$ cat src/rtl/sedg_pkg.sv
// Package with shared constants, codes and controller/datapath types of the error dedup gate.
package sedg_pkg;

	localparam int DEF_NUM_SCOPES = 8;
	localparam int DEF_CAPACITY   = 8;

	localparam int GEN_W    = 64;
	localparam int CODE_W   = 6;
	localparam int INDEX_W  = 4;
	localparam int APB_AW   = 4;
	localparam int APB_DW   = 64;

	localparam logic [1:0] REQ_BEGIN  = 2'd0;
	localparam logic [1:0] REQ_CANCEL = 2'd1;
	localparam logic [1:0] REQ_REPORT = 2'd2;

	// Register select is address bit 3 (registers sit at byte offsets 0 and 8).
	localparam logic REG_KNOWN_MASK = 1'b0;
	localparam logic REG_UNEXPECTED = 1'b1;

	localparam logic [APB_DW-1:0] KNOWN_MASK_RESET = '1;
	localparam logic [CODE_W-1:0] UNEXPECTED_RESET = 6'd63;

	typedef enum logic [2:0] {
		ST_IDLE,
		ST_EVAL,
		ST_FETCH,
		ST_SCAN,
		ST_WRITE,
		ST_FINISH
	} state_t;

	typedef struct packed {
		logic load;
		logic begin_apply;
		logic cancel_apply;
		logic scan_start;
		logic scan_step;
		logic ring_write;
		logic res_we;
		logic res_val;
		logic out_load;
	} dp_cmd_t;

	typedef struct packed {
		logic       in_range;
		logic [1:0] req_type;
		logic       initialized;
		logic       active;
		logic       gen_eq;
		logic       gen_gt;
		logic       count_zero;
		logic       hit;
		logic       last;
		logic       out_free;
	} dp_status_t;

endpackage

$ cat src/rtl/sedg_ram.sv
// Generic single-write, single-read RAM with a registered read port.
module sedg_ram #(
	parameter int WIDTH = 6,
	parameter int DEPTH = 64,
	parameter int AW    = (DEPTH > 1) ? $clog2(DEPTH) : 1
) (
	input  logic             clk,
	input  logic             we,
	input  logic [AW-1:0]    waddr,
	input  logic [WIDTH-1:0] wdata,
	input  logic [AW-1:0]    raddr,
	output logic [WIDTH-1:0] rdata
);

	logic [WIDTH-1:0] mem_q [DEPTH];
	logic [WIDTH-1:0] rdata_q;

	always_ff @(posedge clk) begin
		if (we) begin
			mem_q[waddr] <= wdata;
		end
		rdata_q <= mem_q[raddr];
	end

	assign rdata = rdata_q;

endmodule

$ cat src/rtl/sedg_regs.sv
// APB-style configuration registers: known-code mask and substitute code.
module sedg_regs import sedg_pkg::*; (
	input  logic              clk,
	input  logic              arst_n,
	input  logic              psel,
	input  logic              penable,
	input  logic              pwrite,
	input  logic [APB_AW-1:0] paddr,
	input  logic [APB_DW-1:0] pwdata,
	output logic [APB_DW-1:0] prdata,
	output logic              pready,
	output logic [APB_DW-1:0] known_code_mask,
	output logic [CODE_W-1:0] unexpected_code
);

	logic [APB_DW-1:0] mask_q;
	logic [CODE_W-1:0] unexp_q;
	logic              wr_en;

	assign pready = 1'b1;
	assign wr_en  = psel & penable & pwrite;

	always_ff @(posedge clk or negedge arst_n) begin
		if (!arst_n) begin
			mask_q  <= KNOWN_MASK_RESET;
			unexp_q <= UNEXPECTED_RESET;
		end else if (wr_en) begin
			case (paddr[3])
				REG_KNOWN_MASK: mask_q  <= pwdata;
				REG_UNEXPECTED: unexp_q <= pwdata[CODE_W-1:0];
				default: ;
			endcase
		end
	end

	always_comb begin
		case (paddr[3])
			REG_KNOWN_MASK: prdata = mask_q;
			REG_UNEXPECTED: prdata = {{(APB_DW-CODE_W){1'b0}}, unexp_q};
			default:        prdata = '0;
		endcase
	end

	assign known_code_mask = mask_q;
	assign unexpected_code = unexp_q;

endmodule

$ cat src/rtl/sedg_ctrl.sv
// Controller state machine that sequences lookup, ring scan, ring write and result hand-off.
module sedg_ctrl import sedg_pkg::*; (
	input  logic       clk,
	input  logic       arst_n,
	input  logic       in_valid,
	output logic       in_ready,
	input  dp_status_t status,
	output dp_cmd_t    cmd
);

	state_t state_q;
	state_t state_d;

	always_ff @(posedge clk or negedge arst_n) begin
		if (!arst_n) begin
			state_q <= ST_IDLE;
		end else begin
			state_q <= state_d;
		end
	end

	always_comb begin
		state_d = state_q;
		case (state_q)
			ST_IDLE: begin
				if (in_valid) state_d = ST_EVAL;
			end
			ST_EVAL: begin
				state_d = ST_FINISH;
				if (status.in_range && status.req_type == REQ_REPORT &&
				    status.active && status.gen_eq) begin
					state_d = status.count_zero ? ST_WRITE : ST_FETCH;
				end
			end
			ST_FETCH: state_d = ST_SCAN;
			ST_SCAN: begin
				if (status.hit) state_d = ST_FINISH;
				else if (status.last) state_d = ST_WRITE;
			end
			ST_WRITE: state_d = ST_FINISH;
			ST_FINISH: begin
				if (status.out_free) state_d = ST_IDLE;
			end
			default: state_d = ST_IDLE;
		endcase
	end

	always_comb begin
		cmd      = '0;
		in_ready = 1'b0;
		case (state_q)
			ST_IDLE: begin
				in_ready = 1'b1;
				cmd.load = in_valid;
			end
			ST_EVAL: begin
				cmd.res_we = 1'b1;
				if (status.in_range) begin
					case (status.req_type)
						REQ_BEGIN: begin
							if (!status.initialized || status.gen_gt) begin
								cmd.begin_apply = 1'b1;
								cmd.res_val     = 1'b1;
							end else begin
								cmd.res_val = status.gen_eq & status.active;
							end
						end
						REQ_CANCEL: cmd.cancel_apply = status.gen_eq;
						REQ_REPORT: begin
							cmd.scan_start = status.active & status.gen_eq &
							                 !status.count_zero;
						end
						default: ;
					endcase
				end
			end
			ST_FETCH: cmd.scan_step = 1'b1;
			ST_SCAN: begin
				if (status.hit) begin
					cmd.res_we = 1'b1;
				end else if (!status.last) begin
					cmd.scan_step = 1'b1;
				end
			end
			ST_WRITE: begin
				cmd.ring_write = 1'b1;
				cmd.res_we     = 1'b1;
				cmd.res_val    = 1'b1;
			end
			ST_FINISH: cmd.out_load = status.out_free;
			default: ;
		endcase
	end

endmodule

$ cat src/rtl/sedg_dp.sv
// Datapath: request capture, per-scope state, code ring memory and output register.
module sedg_dp import sedg_pkg::*; #(
	parameter int NUM_SCOPES = DEF_NUM_SCOPES,
	parameter int CAPACITY   = DEF_CAPACITY
) (
	input  logic               clk,
	input  logic               arst_n,
	input  dp_cmd_t            cmd,
	output dp_status_t         status,
	input  logic [1:0]         req_type,
	input  logic [INDEX_W-1:0] operation_index,
	input  logic [GEN_W-1:0]   generation,
	input  logic [CODE_W-1:0]  error_code,
	input  logic [APB_DW-1:0]  known_code_mask,
	input  logic [CODE_W-1:0]  unexpected_code,
	output logic               out_valid,
	input  logic               out_ready,
	output logic               accepted
);

	localparam int SW    = (NUM_SCOPES > 1) ? $clog2(NUM_SCOPES) : 1;
	localparam int PW    = (CAPACITY > 1) ? $clog2(CAPACITY) : 1;
	localparam int CW    = $clog2(CAPACITY + 1);
	localparam int DEPTH = NUM_SCOPES * CAPACITY;
	localparam int AW    = (DEPTH > 1) ? $clog2(DEPTH) : 1;
	localparam int XW    = AW + 1;

	logic [1:0]        req_type_q;
	logic [SW-1:0]     idx_q;
	logic [GEN_W-1:0]  gen_q;
	logic [CODE_W-1:0] code_q;
	logic              in_range_q;

	logic              scope_init_q   [NUM_SCOPES];
	logic              scope_active_q [NUM_SCOPES];
	logic [GEN_W-1:0]  scope_gen_q    [NUM_SCOPES];
	logic [CW-1:0]     scope_count_q  [NUM_SCOPES];
	logic [PW-1:0]     scope_next_q   [NUM_SCOPES];

	logic [CW-1:0]     scan_q;
	logic              res_q;
	logic              out_valid_q;
	logic              accepted_q;

	logic [CODE_W-1:0] norm_code;
	logic [XW-1:0]     base_addr;
	logic [XW-1:0]     rd_addr;
	logic [XW-1:0]     wr_addr;
	logic [CODE_W-1:0] ring_rdata;
	logic [CW-1:0]     cur_count;
	logic [PW-1:0]     cur_next;

	assign norm_code = known_code_mask[error_code] ? error_code : unexpected_code;

	always_ff @(posedge clk) begin
		if (cmd.load) begin
			req_type_q <= req_type;
			idx_q      <= operation_index[SW-1:0];
			gen_q      <= generation;
			code_q     <= norm_code;
			in_range_q <= ({1'b0, operation_index} < (INDEX_W + 1)'(NUM_SCOPES));
		end
	end

	assign cur_count = scope_count_q[idx_q];
	assign cur_next  = scope_next_q[idx_q];

	always_ff @(posedge clk or negedge arst_n) begin
		if (!arst_n) begin
			for (int s = 0; s < NUM_SCOPES; s++) begin
				scope_init_q[s]   <= 1'b0;
				scope_active_q[s] <= 1'b0;
				scope_gen_q[s]    <= '0;
				scope_count_q[s]  <= '0;
				scope_next_q[s]   <= '0;
			end
		end else begin
			if (cmd.begin_apply) begin
				scope_init_q[idx_q]   <= 1'b1;
				scope_active_q[idx_q] <= 1'b1;
				scope_gen_q[idx_q]    <= gen_q;
				scope_count_q[idx_q]  <= '0;
				scope_next_q[idx_q]   <= '0;
			end
			if (cmd.cancel_apply) begin
				scope_active_q[idx_q] <= 1'b0;
			end
			if (cmd.ring_write) begin
				scope_next_q[idx_q] <= (cur_next == PW'(CAPACITY - 1)) ? '0 : cur_next + 1'b1;
				if (cur_count != CW'(CAPACITY)) begin
					scope_count_q[idx_q] <= cur_count + 1'b1;
				end
			end
		end
	end

	always_ff @(posedge clk or negedge arst_n) begin
		if (!arst_n) begin
			scan_q <= '0;
		end else if (cmd.scan_start) begin
			scan_q <= '0;
		end else if (cmd.scan_step) begin
			scan_q <= scan_q + 1'b1;
		end
	end

	assign base_addr = XW'(idx_q) * XW'(CAPACITY);
	assign rd_addr   = base_addr + XW'(scan_q);
	assign wr_addr   = base_addr + XW'(cur_next);

	sedg_ram #(
		.WIDTH (CODE_W),
		.DEPTH (DEPTH),
		.AW    (AW)
	) u_ring (
		.clk   (clk),
		.we    (cmd.ring_write),
		.waddr (wr_addr[AW-1:0]),
		.wdata (code_q),
		.raddr (rd_addr[AW-1:0]),
		.rdata (ring_rdata)
	);

	always_ff @(posedge clk) begin
		if (cmd.res_we) begin
			res_q <= cmd.res_val;
		end
	end

	always_ff @(posedge clk or negedge arst_n) begin
		if (!arst_n) begin
			out_valid_q <= 1'b0;
		end else if (cmd.out_load) begin
			out_valid_q <= 1'b1;
		end else if (out_ready) begin
			out_valid_q <= 1'b0;
		end
	end

	always_ff @(posedge clk) begin
		if (cmd.out_load) begin
			accepted_q <= res_q;
		end
	end

	assign out_valid = out_valid_q;
	assign accepted  = accepted_q;

	always_comb begin
		status             = '0;
		status.in_range    = in_range_q;
		status.req_type    = req_type_q;
		status.initialized = scope_init_q[idx_q];
		status.active      = scope_active_q[idx_q];
		status.gen_eq      = (gen_q == scope_gen_q[idx_q]);
		status.gen_gt      = (gen_q > scope_gen_q[idx_q]);
		status.count_zero  = (cur_count == '0);
		status.hit         = (ring_rdata == code_q);
		status.last        = (scan_q == cur_count);
		status.out_free    = !out_valid_q || out_ready;
	end

endmodule

$ cat src/rtl/scoped_error_dedup_gate.sv
// Top level of the scoped error dedup gate.
//
// Requests arrive on the in_valid/in_ready channel as req_type, operation_index,
// generation and error_code; each transaction yields exactly one result, the
// accepted bit, on the out_valid/out_ready channel. The known-code mask and the
// substitute code are written through the APB-style port; the user must write them
// only while the block is idle, which the block does not enforce. One request is
// processed at a time. Begin, cancel, an out-of-range scope and a report that fails
// the generation check go from the evaluate state straight to the finish state, and
// a report into an empty ring passes the ring write first. Any other report goes
// through a fetch state and then reads the ring of its scope one entry a cycle
// through the single read port of the code memory; it finishes when the code is
// found, or writes the code into the ring when none of the n stored entries (at
// most CAPACITY) holds it. in_ready rises at the edge that loads the result.
// The output register holds a finished result while the receiver stalls, and the
// next request is accepted meanwhile; its result waits until that one is taken.
// Reset clears all scope flags, generations, counts and pointers and restores the
// mask to all ones and the substitute code to 63; the code memory needs no clearing.
module scoped_error_dedup_gate import sedg_pkg::*; #(
	parameter int NUM_SCOPES = DEF_NUM_SCOPES,
	parameter int CAPACITY   = DEF_CAPACITY
) (
	input  logic               clk,
	input  logic               arst_n,
	input  logic               in_valid,
	output logic               in_ready,
	input  logic [1:0]         req_type,
	input  logic [INDEX_W-1:0] operation_index,
	input  logic [GEN_W-1:0]   generation,
	input  logic [CODE_W-1:0]  error_code,
	output logic               out_valid,
	input  logic               out_ready,
	output logic               accepted,
	input  logic               psel,
	input  logic               penable,
	input  logic               pwrite,
	input  logic [APB_AW-1:0]  paddr,
	input  logic [APB_DW-1:0]  pwdata,
	output logic [APB_DW-1:0]  prdata,
	output logic               pready
);

	dp_cmd_t           cmd;
	dp_status_t        status;
	logic [APB_DW-1:0] known_code_mask;
	logic [CODE_W-1:0] unexpected_code;

	sedg_regs u_regs (
		.clk             (clk),
		.arst_n          (arst_n),
		.psel            (psel),
		.penable         (penable),
		.pwrite          (pwrite),
		.paddr           (paddr),
		.pwdata          (pwdata),
		.prdata          (prdata),
		.pready          (pready),
		.known_code_mask (known_code_mask),
		.unexpected_code (unexpected_code)
	);

	sedg_ctrl u_ctrl (
		.clk      (clk),
		.arst_n   (arst_n),
		.in_valid (in_valid),
		.in_ready (in_ready),
		.status   (status),
		.cmd      (cmd)
	);

	sedg_dp #(
		.NUM_SCOPES (NUM_SCOPES),
		.CAPACITY   (CAPACITY)
	) u_dp (
		.clk             (clk),
		.arst_n          (arst_n),
		.cmd             (cmd),
		.status          (status),
		.req_type        (req_type),
		.operation_index (operation_index),
		.generation      (generation),
		.error_code      (error_code),
		.known_code_mask (known_code_mask),
		.unexpected_code (unexpected_code),
		.out_valid       (out_valid),
		.out_ready       (out_ready),
		.accepted        (accepted)
	);

	a_accept_blocks: assert property (@(posedge clk) disable iff (!arst_n)
		(in_valid && in_ready) |=> !in_ready)
		else $error("input taken while a request is still in progress");

	a_one_update: assert property (@(posedge clk) disable iff (!arst_n)
		$onehot0({cmd.begin_apply, cmd.cancel_apply, cmd.ring_write, cmd.scan_start}))
		else $error("more than one scope update in one cycle");

	a_load_free: assert property (@(posedge clk) disable iff (!arst_n)
		cmd.out_load |-> status.out_free)
		else $error("result loaded over an untaken result");

	a_write_result: assert property (@(posedge clk) disable iff (!arst_n)
		cmd.ring_write |=> !out_valid || $past(out_valid))
		else $error("ring write bypassed the finish step");

endmodule

$ cat config.mk
export PLATFORM = sky130hd
export DESIGN_NAME = scoped_error_dedup_gate
export DESIGN_NICKNAME = d
export VERILOG_FILES = /design/src/rtl/sedg_pkg.sv /design/src/rtl/sedg_ram.sv /design/src/rtl/sedg_regs.sv /design/src/rtl/sedg_ctrl.sv /design/src/rtl/sedg_dp.sv /design/src/rtl/scoped_error_dedup_gate.sv
export SDC_FILE = /design/constraint.sdc
export NUM_CORES = 2
export LEC_CHECK = 0
export ABC_AREA = 1
export BUFFER_PORTS_ARGS = -buffer_cell sky130_fd_sc_hd__buf_2
export CAP_MARGIN = 20
export CORE_ASPECT_RATIO = 0.8
export CORE_MARGIN = 3
export CORE_UTILIZATION = 45
export DETAILED_ROUTE_END_ITERATION = 10
export PLACE_DENSITY = 0.65
export SLEW_MARGIN = 0
export SYNTH_ARGS = -nofsm -noshare
export SYNTH_HDL_FRONTEND = slang
export SYNTH_SLANG_ARGS = --single-unit
export TNS_END_PERCENT = 20
$ cat constraint.sdc
create_clock -name clk -period 4.71 [get_ports clk]
set_input_delay 0 -clock clk [delete_from_list [all_inputs] [get_ports clk]]
set_output_delay 0 -clock clk [all_outputs]
set_load 0.01 [all_outputs]
==> flow_metrics.tcl <==
set metrics [dict create \
    grt.total_usage_pct 23.4 \
    data_required_time_of_the_worst_path_ps 5310 \
    std_cell_rows 107 \
    worst-endpoint-arrival_ps 5060 \
    share_of_flip_flops_with_an_asynchronous_set_or_reset_after_synthesis_pct 58.6 \
    yosys_register_bits 1130 \
    post_drt_via_cell_ratio 5.53 \
    clk_pin_slew_worst_paths_ps 60 \
    drc 0 \
    setup_viol 0 \
    hold_ws_ps 31.6 \
    numCtsBuffers 113 \
    synth_cells 4806 \
    synth.area.top_cells "sky130_fd_sc_hd__dfrtp_1, sky130_fd_sc_hd__edfxtp_1, sky130_fd_sc_hd__nand2_1" \
    synth_fp_nets 5028 \
    firstDrtPassIters 6 \
    h-tree-depth 3 \
    setup_total_negative_slack_ps 0 \
    wl_per_cell_um 20.2 \
    post_route_core_utilization_pct 53.6 \
    dp_hpwl_um 78400 \
    maximum_number_of_pins_on_one_net_before_global_route_repair 195 \
    antenna_found_initial 2 \
    vias_in_the_first_global_route 35700 \
    syn-cell-area_um2 48700 \
    cts_tree "built" \
    start_util_pct 45.5 \
    crit_path_max_fanout 62 \
    fmax_mhz 224 \
    hold_path_class "in -> async" \
    clock_latency_ps 690 \
    report.final.hold_viol_count 0 \
    powerDensity_nw_per_um2 506 \
    timing.critical_path.to "u_dp.scope_gen_q[329]" \
    yosysWarnings 0 \
    ys_top_cells_by_count "sky130_fd_sc_hd__nand2_1, sky130_fd_sc_hd__dfrtp_1, sky130_fd_sc_hd__o21ai_1" \
    io_buffers 214 \
    setup_repair_after_global_routing_missed_its_margin "false" \
    layout.cell_area.non_filler_um2 57300 \
    io-pin-count 219 \
    critical_path.startpoint_type "flop" \
    grt.overflow.total 0 \
    number_of_drc_markers_after_the_initial_detailed_route_iteration 3796 \
    rr_endpoint "u_dp.scope_gen_q[329]" \
    ys_dominant_reg_cell "sky130_fd_sc_hd__dfrtp_1" \
    dpl_cell_area_um2 51400 \
    critical_path.endpoint_type "flop" \
    postSynthAreaPerCell_um2 10.1 \
    power.total_mw 29.0 \
    netlist.area_leader.share_pct 30.4 \
    gp_routability_congestion 0.816 \
    worst-setup-path-type "reg -> reg" \
    drt_wl_total_um 135000 \
    period_share_pct 94.8 \
    dr_total_vias 36800 \
    maxCapViolCount 0 \
    power.ir.vdd_worst_mv 0.294 \
    synth_edf_count 462 \
    post-synth-top-count-cell "sky130_fd_sc_hd__nand2_1" \
    layout-area-overhead-vs-synth_pct 17.7 \
    coreArea_um2 107000 \
    filler_cell_count 9264 \
    die-height_um 300 \
    max_slew.worst_pin.slew_ps 957 \
    sink_count 1130 \
    global_route_wire_length_before_repair_um 208000 \
    fraction_of_layout_instances_using_a_drive_strength_above_1_pct 12.5 \
    setup.worst_path.start "u_dp.idx_q[2]" \
    floorplan.die_area_um2 112000 \
    p_leak_nw 24.2 \
    final_max_slew_viol_count 0 \
    final.setup_skew_ps 30.6 \
    r2r_slack_ps 250 \
    antenna_violating_nets_post_route 0 \
    num-nets-final 5353 \
    relSlewSlack_pct 36.2 \
    synth-seq-area-share_pct 62.9 \
    status "finished clean" \
    die-width_um 374 \
    ys_types 49 \
    r2r.worst_path.cells 22 \
    clk_root_buffer_cell "sky130_fd_sc_hd__clkbuf_16" \
    timing.rr.start "u_dp.idx_q[2]" \
    clockBufferDepth 3 \
    finalWorstPathRequiredPeriod_ps 4460 \
    library_cell_occupying_the_most_area_in_the_post_synthesis_netlist "sky130_fd_sc_hd__dfrtp_1" \
]
## routing by layer
metal  vias up  GRT usage (%)  wire length [µm]
met4         0           5.79              2700
met1     17900           34.8             61800
met5         -              0                 0
li1      17200              -                 -
met2      1391           35.2             59100
met3       184           4.87             11000
## report_power, final
group / internal, mW / switching (mW) / leakage [nW]
combinational: 2.16 / 3.50 / 9.38
clock: 5.46 / 3.90 / 1.92
sequential: 12.7 / 1.25 / 12.9
total: 20.3 / 8.65 / 24.2
## metrics by stage
step | std cells | setup slack [ps]
2_1_floorplan | 4806 | 147
3_5_place_dp | 6240 | 214
6_report | 6649 | 247
5_1_grt | 6647 | 16.4
3_3_place_gp | 6240 | 257
4_1_cts | 6642 | 147
## what timing repair did
item / CTS / global route
hold buffers: 188 / 0
endpoints found under the hold margin: 348 / 0
resized for setup: 0 / 6
setup buffers: 0 / 3
setup endpoints to repair: 0 / 460
## worst max-delay path, stage by stage (launching register included)
cell and delay, ps:
sky130_fd_sc_hd__edfxtp_1 560, sky130_fd_sc_hd__inv_1 170, sky130_fd_sc_hd__nand3_1 150, sky130_fd_sc_hd__clkinv_2 180
sky130_fd_sc_hd__buf_12 230, sky130_fd_sc_hd__a22o_1 230, sky130_fd_sc_hd__a221oi_1 300, sky130_fd_sc_hd__nand4_1 140
sky130_fd_sc_hd__inv_1 80, sky130_fd_sc_hd__ha_1 250, sky130_fd_sc_hd__a21oi_1 170, sky130_fd_sc_hd__o21ai_0 160
sky130_fd_sc_hd__nor2_1 130, sky130_fd_sc_hd__nand2_1 140, sky130_fd_sc_hd__a21oi_2 270, sky130_fd_sc_hd__nand2_1 100
sky130_fd_sc_hd__nand2_2 80, sky130_fd_sc_hd__nand2_4 140, sky130_fd_sc_hd__buf_4 210, sky130_fd_sc_hd__nand3_4 90
sky130_fd_sc_hd__buf_12 310, sky130_fd_sc_hd__nand2_1 100, sky130_fd_sc_hd__o21ai_1 100
## area by class of cell
cell class                      count  area, µm²  area share [%]
Sequential cell                  1130      30700            53.5
Multi-Input combinational cell   3072      15400            26.9
Timing Repair Buffer              516       4440            7.75
Clock buffer                      163       3320            5.80
Tap cell                         1417       1770            3.09
Inverter                          298       1130            1.98
Clock inverter                     51        573            1.00
Antenna cell                        2       5.00         0.00873
## logic make-up after synthesis
| group | after synthesis | synth area share, % |
|---|---|---|
| other cells | 1 | 0.00770 |
| flops | 1130 | 62.9 |
| compound gates | 1331 | 15.5 |
| xor+xnor | 15 | 0.270 |
| simple gates | 1654 | 13.8 |
| fa+ha+maj | 71 | 1.82 |
| buf+inv | 604 | 5.60 |
## placed cells by master, fill, tap and decap left out, types with 14 or more instances in the layout
cell and n:
sky130_fd_sc_hd__clkbuf_8 22, sky130_fd_sc_hd__dfrtp_1 590, sky130_fd_sc_hd__buf_12 41, sky130_fd_sc_hd__clkinv_2 32, sky130_fd_sc_hd__buf_4 68, sky130_fd_sc_hd__o21ai_1 523, sky130_fd_sc_hd__buf_2 213, sky130_fd_sc_hd__o21bai_1 23
sky130_fd_sc_hd__a21oi_1 162, sky130_fd_sc_hd__nand3_1 89, sky130_fd_sc_hd__clkbuf_1 23, sky130_fd_sc_hd__ha_1 70, sky130_fd_sc_hd__xor2_1 14, sky130_fd_sc_hd__nand4_1 73, sky130_fd_sc_hd__edfxtp_1 462, sky130_fd_sc_hd__inv_1 277
sky130_fd_sc_hd__o21ai_0 294, sky130_fd_sc_hd__a22o_1 60, sky130_fd_sc_hd__clkbuf_16 119, sky130_fd_sc_hd__dlygate4sd3_1 187, sky130_fd_sc_hd__nor2_1 503, sky130_fd_sc_hd__nand2_1 939, sky130_fd_sc_hd__dfstp_2 70, sky130_fd_sc_hd__a221oi_1 46
sky130_fd_sc_hd__a22oi_1 81, sky130_fd_sc_hd__o22ai_1 121
## state kept, by name (all words and copies together), names as in the netlist, 8 cells and up
| signal | flops |
|---|---|
| u_dp.scope_gen_q | 512 |
| u_dp.u_ring.mem_q | 384 |
| u_dp.gen_q | 64 |
| u_regs.known_code_mask | 64 |
| u_dp.scope_count_q | 32 |
| u_dp.scope_next_q | 24 |
| u_dp.scope_active_q | 8 |
| u_dp.scope_init_q | 8 |
## how the worst min path moves through the flow
| stage | endpoint | cells after the start | slack (ps) |
|---|---|---|---|
| floorplan | u_ctrl.state_q[0] | 0 | -300 |
| global placement | u_dp.scope_gen_q[332] | 1 | 60 |
| detailed placement | u_dp.scope_gen_q[332] | 1 | 70 |
| CTS | u_dp.gen_q[12] | 2 | 0.2 |
| global route | u_dp.gen_q[55] | 2 | 20 |
| finish | u_dp.scope_gen_q[76] | 3 | 30 |
No activity file was read; power rests on OpenSTA's default activity.
